===== src/sv/spq_pkg.sv =====
package spq_pkg;

   localparam int PRIO_WIDTH      = 16;
   localparam int PORT_DATA_WIDTH = 32;
   localparam int COUNT_WIDTH     = 5;
   localparam int CAPACITY_DEF    = 16;
   localparam int DATA_WIDTH_DEF  = 32;

   typedef enum logic {
      KIND_ADD = 1'b0,
      KIND_POP = 1'b1
   } kind_type;

   // one beat's action, broadcast along the chain
   typedef struct packed {
      logic insert;
      logic pop;
   } spq_ctrl_type;

endpackage


===== src/sv/spq_cell.sv =====
module spq_cell #(
   parameter int STORE_WIDTH = 32
) (
   input  logic                         clock,
   input  spq_pkg::spq_ctrl_type        ctrl,
   input  logic                         occupied,
   input  logic [spq_pkg::PRIO_WIDTH-1:0] new_prio,
   input  logic [STORE_WIDTH-1:0]       new_data,
   input  logic                         prev_at,
   input  logic [spq_pkg::PRIO_WIDTH-1:0] prev_prio,
   input  logic [STORE_WIDTH-1:0]       prev_data,
   input  logic [spq_pkg::PRIO_WIDTH-1:0] next_prio,
   input  logic [STORE_WIDTH-1:0]       next_data,
   output logic                         at,
   output logic [spq_pkg::PRIO_WIDTH-1:0] prio,
   output logic [STORE_WIDTH-1:0]       data
);
   import spq_pkg::*;

   logic [PRIO_WIDTH-1:0]  prio_ff, prio_in;
   logic [STORE_WIDTH-1:0] data_ff, data_in;

   // at: the new entry belongs here or further up front of this cell
   assign at = !occupied || (prio_ff > new_prio);

   always_comb begin
      prio_in = prio_ff;
      data_in = data_ff;
      priority if (ctrl.insert && at && prev_at) begin
         prio_in = prev_prio;
         data_in = prev_data;
      end else if (ctrl.insert && at) begin
         prio_in = new_prio;
         data_in = new_data;
      end else if (ctrl.pop) begin
         prio_in = next_prio;
         data_in = next_data;
      end
   end

   always_ff @(posedge clock) begin
      prio_ff <= prio_in;
      data_ff <= data_in;
   end

   assign prio = prio_ff;
   assign data = data_ff;

endmodule


===== src/sv/stable_priority_queue_unit.sv =====
// Channel   Direction  Beat contents
// req_      in         kind, priority_req, data_in
// rsp_      out        accepted, was_empty, data_out, priority_out, count, is_full
//
// One beat per cycle while the result register is free or being taken: every cell
// compares and shifts in the same cycle, and a taken request's result goes straight into the result register.
// Reset (synchronous, active high) empties the queue and drops any pending result.
// A stalled result holds the chain; req_ready stays high while the result
// register is empty or being taken.
module stable_priority_queue_unit #(
   parameter int CAPACITY   = spq_pkg::CAPACITY_DEF,
   parameter int DATA_WIDTH = spq_pkg::DATA_WIDTH_DEF
) (
   input  logic                                  clock,
   input  logic                                  reset,
   input  logic                                  req_valid,
   output logic                                  req_ready,
   input  logic                                  req_kind,
   input  logic [spq_pkg::PRIO_WIDTH-1:0]        req_priority_req,
   input  logic [spq_pkg::PORT_DATA_WIDTH-1:0]   req_data_in,
   output logic                                  rsp_valid,
   input  logic                                  rsp_ready,
   output logic                                  rsp_accepted,
   output logic                                  rsp_was_empty,
   output logic [spq_pkg::PORT_DATA_WIDTH-1:0]   rsp_data_out,
   output logic [spq_pkg::PRIO_WIDTH-1:0]        rsp_priority_out,
   output logic [spq_pkg::COUNT_WIDTH-1:0]       rsp_count,
   output logic                                  rsp_is_full
);
   import spq_pkg::*;

   localparam int STORE_WIDTH = (DATA_WIDTH < PORT_DATA_WIDTH) ? DATA_WIDTH : PORT_DATA_WIDTH;
   localparam int CW          = $clog2(CAPACITY + 1);

   logic [CW-1:0] count_ff, count_in;
   logic          full, empty, take;
   spq_ctrl_type  ctrl;

   logic                   at_w   [CAPACITY];
   logic [PRIO_WIDTH-1:0]  prio_w [CAPACITY];
   logic [STORE_WIDTH-1:0] data_w [CAPACITY];

   logic                       rsp_valid_ff, rsp_valid_in;
   logic                       accepted_ff, accepted_in;
   logic                       was_empty_ff, was_empty_in;
   logic [PORT_DATA_WIDTH-1:0] data_out_ff, data_out_in;
   logic [PRIO_WIDTH-1:0]      prio_out_ff, prio_out_in;
   logic [COUNT_WIDTH-1:0]     count_out_ff, count_out_in;
   logic                       is_full_ff, is_full_in;
   logic [CW+COUNT_WIDTH-1:0]  count_wide;

   assign req_ready = !rsp_valid_ff || rsp_ready;
   assign take      = req_valid && req_ready;
   assign full      = (count_ff == CW'(CAPACITY));
   assign empty     = (count_ff == '0);

   // drop adds to a full queue and pops from an empty one
   assign ctrl.insert = take && (kind_type'(req_kind) == KIND_ADD) && !full;
   assign ctrl.pop    = take && (kind_type'(req_kind) == KIND_POP) && !empty;

   genvar i;
   generate
      for (i = 0; i < CAPACITY; i++) begin : g_cell
         logic                   prev_at;
         logic [PRIO_WIDTH-1:0]  prev_prio, next_prio;
         logic [STORE_WIDTH-1:0] prev_data, next_data;

         if (i == 0) begin : g_head
            assign prev_at   = 1'b0;
            assign prev_prio = '0;
            assign prev_data = '0;
         end else begin : g_mid
            assign prev_at   = at_w[i-1];
            assign prev_prio = prio_w[i-1];
            assign prev_data = data_w[i-1];
         end

         if (i == CAPACITY - 1) begin : g_tail
            assign next_prio = '0;
            assign next_data = '0;
         end else begin : g_body
            assign next_prio = prio_w[i+1];
            assign next_data = data_w[i+1];
         end

         spq_cell #(.STORE_WIDTH(STORE_WIDTH)) u_cell (
            .clock     (clock),
            .ctrl      (ctrl),
            .occupied  (CW'(i) < count_ff),
            .new_prio  (req_priority_req),
            .new_data  (req_data_in[STORE_WIDTH-1:0]),
            .prev_at   (prev_at),
            .prev_prio (prev_prio),
            .prev_data (prev_data),
            .next_prio (next_prio),
            .next_data (next_data),
            .at        (at_w[i]),
            .prio      (prio_w[i]),
            .data      (data_w[i])
         );
      end
   endgenerate

   always_comb begin
      count_in = count_ff;
      if (ctrl.insert) begin
         count_in = count_ff + CW'(1);
      end else if (ctrl.pop) begin
         count_in = count_ff - CW'(1);
      end
   end

   assign count_wide = {{COUNT_WIDTH{1'b0}}, count_in};

   // build the result beat from the state before the step and the new count
   always_comb begin
      accepted_in  = ctrl.insert || ctrl.pop;
      was_empty_in = (kind_type'(req_kind) == KIND_POP) && empty;
      data_out_in  = '0;
      prio_out_in  = '0;
      if (ctrl.pop) begin
         data_out_in[STORE_WIDTH-1:0] = data_w[0];
         prio_out_in                  = prio_w[0];
      end
      count_out_in = count_wide[COUNT_WIDTH-1:0];
      is_full_in   = (count_in == CW'(CAPACITY));
      rsp_valid_in = take || (rsp_valid_ff && !rsp_ready);
   end

   always_ff @(posedge clock) begin
      if (reset) begin
         count_ff     <= '0;
         rsp_valid_ff <= 1'b0;
      end else begin
         count_ff     <= count_in;
         rsp_valid_ff <= rsp_valid_in;
      end
      // hold the payload until a new beat is taken
      if (take) begin
         accepted_ff  <= accepted_in;
         was_empty_ff <= was_empty_in;
         data_out_ff  <= data_out_in;
         prio_out_ff  <= prio_out_in;
         count_out_ff <= count_out_in;
         is_full_ff   <= is_full_in;
      end
   end

   assign rsp_valid        = rsp_valid_ff;
   assign rsp_accepted     = accepted_ff;
   assign rsp_was_empty    = was_empty_ff;
   assign rsp_data_out     = data_out_ff;
   assign rsp_priority_out = prio_out_ff;
   assign rsp_count        = count_out_ff;
   assign rsp_is_full      = is_full_ff;

endmodule


===== config.mk =====
export PLATFORM = sky130hd
export DESIGN_NAME = stable_priority_queue_unit
export DESIGN_NICKNAME = d
export VERILOG_FILES = /design/src/sv/spq_pkg.sv /design/src/sv/spq_cell.sv /design/src/sv/stable_priority_queue_unit.sv
export SDC_FILE = /design/constraint.sdc
export NUM_CORES = 2
export LEC_CHECK = 0
export BUFFER_PORTS_ARGS = -buffer_cell sky130_fd_sc_hd__clkbuf_2
export CELL_PAD_IN_SITES_DETAIL_PLACEMENT = 2
export CELL_PAD_IN_SITES_GLOBAL_PLACEMENT = 2
export CORE_MARGIN = 2
export CORE_UTILIZATION = 45
export CTS_BUF_LIST = sky130_fd_sc_hd__clkbuf_16
export CTS_CLUSTER_DIAMETER = 30
export DETAILED_ROUTE_END_ITERATION = 10
export HOLD_SLACK_MARGIN = 0.15
export PLACE_DENSITY = 0.79
export SETUP_SLACK_MARGIN = 0.1
export SLEW_MARGIN = 25
export SYNTH_ARGS = -nofsm -noshare
export SYNTH_HDL_FRONTEND = slang
export SYNTH_HIERARCHICAL = 1
export SYNTH_SLANG_ARGS = --single-unit

===== constraint.sdc =====
create_clock -name clock -period 7.5 [get_ports clock]
set_input_delay 0.375 -clock clock [delete_from_list [all_inputs] [get_ports clock]]
set_output_delay 0.375 -clock clock [all_outputs]
set_load 0.05 [all_outputs]

# Word level (Yosys, flattened, before mapping)
# Cells that the tools add are included.
# Widths: inputs -> output; s select.
# op_classes
n_addsub,2
muxes,96
eq_ne,2
reduce_logical,94
n_bitwise,1
order_cmp,32
# ops
op,n
$mux 32,47
$mux 16,47
$gt 16x16->1,16
$reduce_bool 3->1,15
$lt 4x5->1 const A,8
$logic_and 1x1->1,38
$logic_not 1->1,20
$lt 3x5->1 const A,4
$logic_or 1x1->1,19
$eq 5x5->1 const B,2
$lt 1x5->1 const A,2
$lt 2x5->1 const A,2
$mux 5,2
$add 5x1->5 const B,1
$logic_not 5->1,1
$sub 5x1->5 const B,1
$reduce_bool 2->1,1
$not 1->1,1
# word_totals
elab_cells,267
inputBits,53
register_bits,830
out_inout_bits,58

# Depth between registers and ports, before layout
# logic_depth
word_depth,8
ltp_mapped,17
ltp_nobuf,13

# Modules after synthesis
# Netlist, hierarchy kept.
# modules_own_cells
mod,n_inst,area_per_inst_um2,cells_each,seq_area_each_um2
spq_cell at g_cell[0].u_cell ...,12,3061.7,235,1441.4
spq_cell at g_cell[6].u_cell ...,4,4802.1,504,1441.4
stable_priority_queue_unit,1,2651.3,199,1801.7

# Least setup slack after synthesis
# Ideal clock, no wire load.
# synth_timing
kind,flip-flop to flip-flop
start,register count_ff[1]
end,"register g_cell[6].u_cell.data_ff[0], enable pin"
slack_ns,2.286
synth_period_minus_slack_ns,5.214
n_path_buf,4
stages_incl_launch_ff,10
arrival_time_ns,4.798
path_cell_list,dfxtp_1 > clkbuf_1 > inv_1 > ha_1 > and4bb_2 > nor3_1 > clkbuf_1 > clkbuf_1 > clkbuf_1 > a311o_1
# synth_lines
item,line,source
from (decl),stable_priority_queue_unit.sv:35,"logic [CW-1:0] count_ff, count_in;"
from (signal assigned),stable_priority_queue_unit.sv:135,count_ff <= count_in;
to (signal assigned),spq_cell.sv:43,data_ff <= data_in;
to (decl),spq_cell.sv:21,"logic [STORE_WIDTH-1:0] data_ff, data_in;"

==> run summary <==
H-tree Lvls: 5
Final Hold Violating Endpoints: 0
DRT iter0 DRCs: 4051
Total global routing overflow: 0
Critical-path maximum fanout: 114
Post-CTS setup buffers: 0
First-pass GRT wire length: 345000 um
WL/cell: 32.4 um
Gpl congestion: 0.824
Via density: 6.36
I/O pin cnt: 111
Vias in the first global route: 51100
Pwr dens: 362 nW/um^2
Std cell rows: 132
Largest net degree at the start of global routing: 115
Inserted Clock Buffers: 277
DRC viols: 0
CP Data Arrival Time: 5.37 ns
Slew @ Worst Pin: 1.09 ns
Max-slew violations: 0
Crit path kind: flop to flop
CP max stage cell: buf_4
Chip height: 365 um
# setup viols final: 0
Top achievable clock speed: 0.205 GHz
Maximum vdd drop: 0.000257 V
Avg Inst Size Synth: 11.6 sq um
CTS tree: done
Dpl hpwl: 131000 um
DR pass1 iterations: 5
Core footprint: 129000 sq um
CP endpoint kind: flop
Clock Skews: 0.0799 ns
Worst path most repeated cell: buf_4
Final core utilization: 0.536
Via Count: 45700
Gr usage total: 0.343
Chip Width: 365 um
Worst hold path class: primary input to flop
Port bufs: 110
P_leak: 0.0279 uW
Top cell family by delay on the critical path: buffers and inverters
Worst endpoint required time: 7.99 ns
Area Growth Syn to Fin: 18.3%
Clock root cell: clkbuf_16
Pre-CTS setup slack: 2.65 ns
Worst relative slew slack: 0.257
Routed WL: 233000 um
Post-route ant nets: 0
Max-cap violations: 0
Final Cycle Share: 0.650
Nature of the critical path startpoint: flop
Slowest cell delay on critical path: 0.60 ns
Layout cells sized above 1: 0.388
RSZ-0062 raised after global routing: no
Clk_lat worst skew: 0.92 ns
Max Root-Sink Buffers: 4
Setup ws final: 2.62 ns
Total number of clock tree sinks: 830
Post_cts resized: 0
Post-Syn Instances: 5030
CP cell instances: inv_1 > ha_1 > and4bb_2 > nor3_2 > buf_12 > inv_1 > buf_4 > nor2_4 > buf_4 > a311o_2 > buf_4
Final Critical Period: 4.88 ns
Status: completed
Starting Density: 0.453
Post-Route Setup TNS: 0 ns
Cell area after synthesis: 58600 sq um
Initial antenna violation count: 5
Synth Warn #: 6
Die ar.: 133000 sq um
Clk slew on worst S/H paths: 0.04 ns
Buf/Inv on CP: 6
Nets: 5567
final timing paths:
kind | startpoint | end | slack (ns) | cells after the start
worst max register to register | count_ff[0] | g_cell[8].u_cell/data[9] | 2.62 | 11
worst max-delay path | count_ff[0] | g_cell[8].u_cell/data[9] | 2.62 | 11
worst min-delay path | reset | count_ff[0] | 0.33 | 3
worst min register to register | g_cell[0].u_cell/data[18] | rsp_data_out[18] | 0.53 | 1
state kept, by name (all words and copies together) (netlist names):
signal and count:
g_cell.u_cell/data 512, rsp_priority_out 16, rsp_valid 1, g_cell.u_cell/prio 256, rsp_data_out 32, count_ff 5, rsp_accepted 1, rsp_was_empty 1
rsp_is_full 1, rsp_count 5
what timing repair did:
item,CTS,global route
setup endpoints to repair,0,0
endpoints found under the hold margin,8,0
hold buffers,5,0
placed cells by master (no fill, tap or decap), types with 14 or more instances in the layout:
master	count
a21o_1	24
nor3_1	18
o21ai_0	271
a22oi_1	188
mux2_2	1000
ha_1	260
edfxtp_1	824
nand2_1	508
nor2b_1	16
buf_4	67
conb_1	97
inv_1	318
o211ai_1	16
clkinv_1	32
nand3b_1	24
mux2_4	292
and2_1	72
nand3b_2	160
bufinv_16	35
nor2_1	213
clkbuf_2	110
clkbuf_16	283
a21oi_1	80
nand3_1	204
or2_2	14
nand4_1	40
clkinv_2	52
nor4_1	28
report_power, final:
| group | internal [uW] | switching [uW] |
|---|---|---|
| combinational | 2630 | 3760 |
| sequential | 6480 | 925 |
| clock | 7880 | 3460 |
per-stage QoR:
step	power, uW	cells	cell area [sq um]	hold WS [ns]
final	25100	7182	69300	0.330
after global routing	25800	7179	69300	0.345
after CTS	25100	7179	69300	0.281
after detailed placement	13100	6712	60500	0.539
after global placement	12600	6712	60500	0.525
after floorplan	11400	5126	58900	0.444
cell type report:
cell class              instances  area (sq um)
clock inverters               179          1710
flip-flops and latches        830         24900
clock buffers                 283          7080
fillers                     12200         60000
repair buffers                183          1120
multi-input cells            3689         31300
inverters                     273          1020
well taps                    1742          2180
diodes                          3          7.51
metal layers:
layer / track usage / up-vias / wire length [um]
li1: - / 19200 / -
met1: 0.421 / 23900 / 94700
met2: 0.598 / 1977 / 116000
met3: 0.0589 / 584 / 13700
met4: 0.132 / 0 / 8000
met5: 0 / - / 0
tightest hold or removal path, cell delays in order:
cell,delay (ns)
dlygate4sd3_1,0.52
clkbuf_2,0.19
nor2b_1,0.06
No activity file was read; power rests on OpenSTA's default activity.
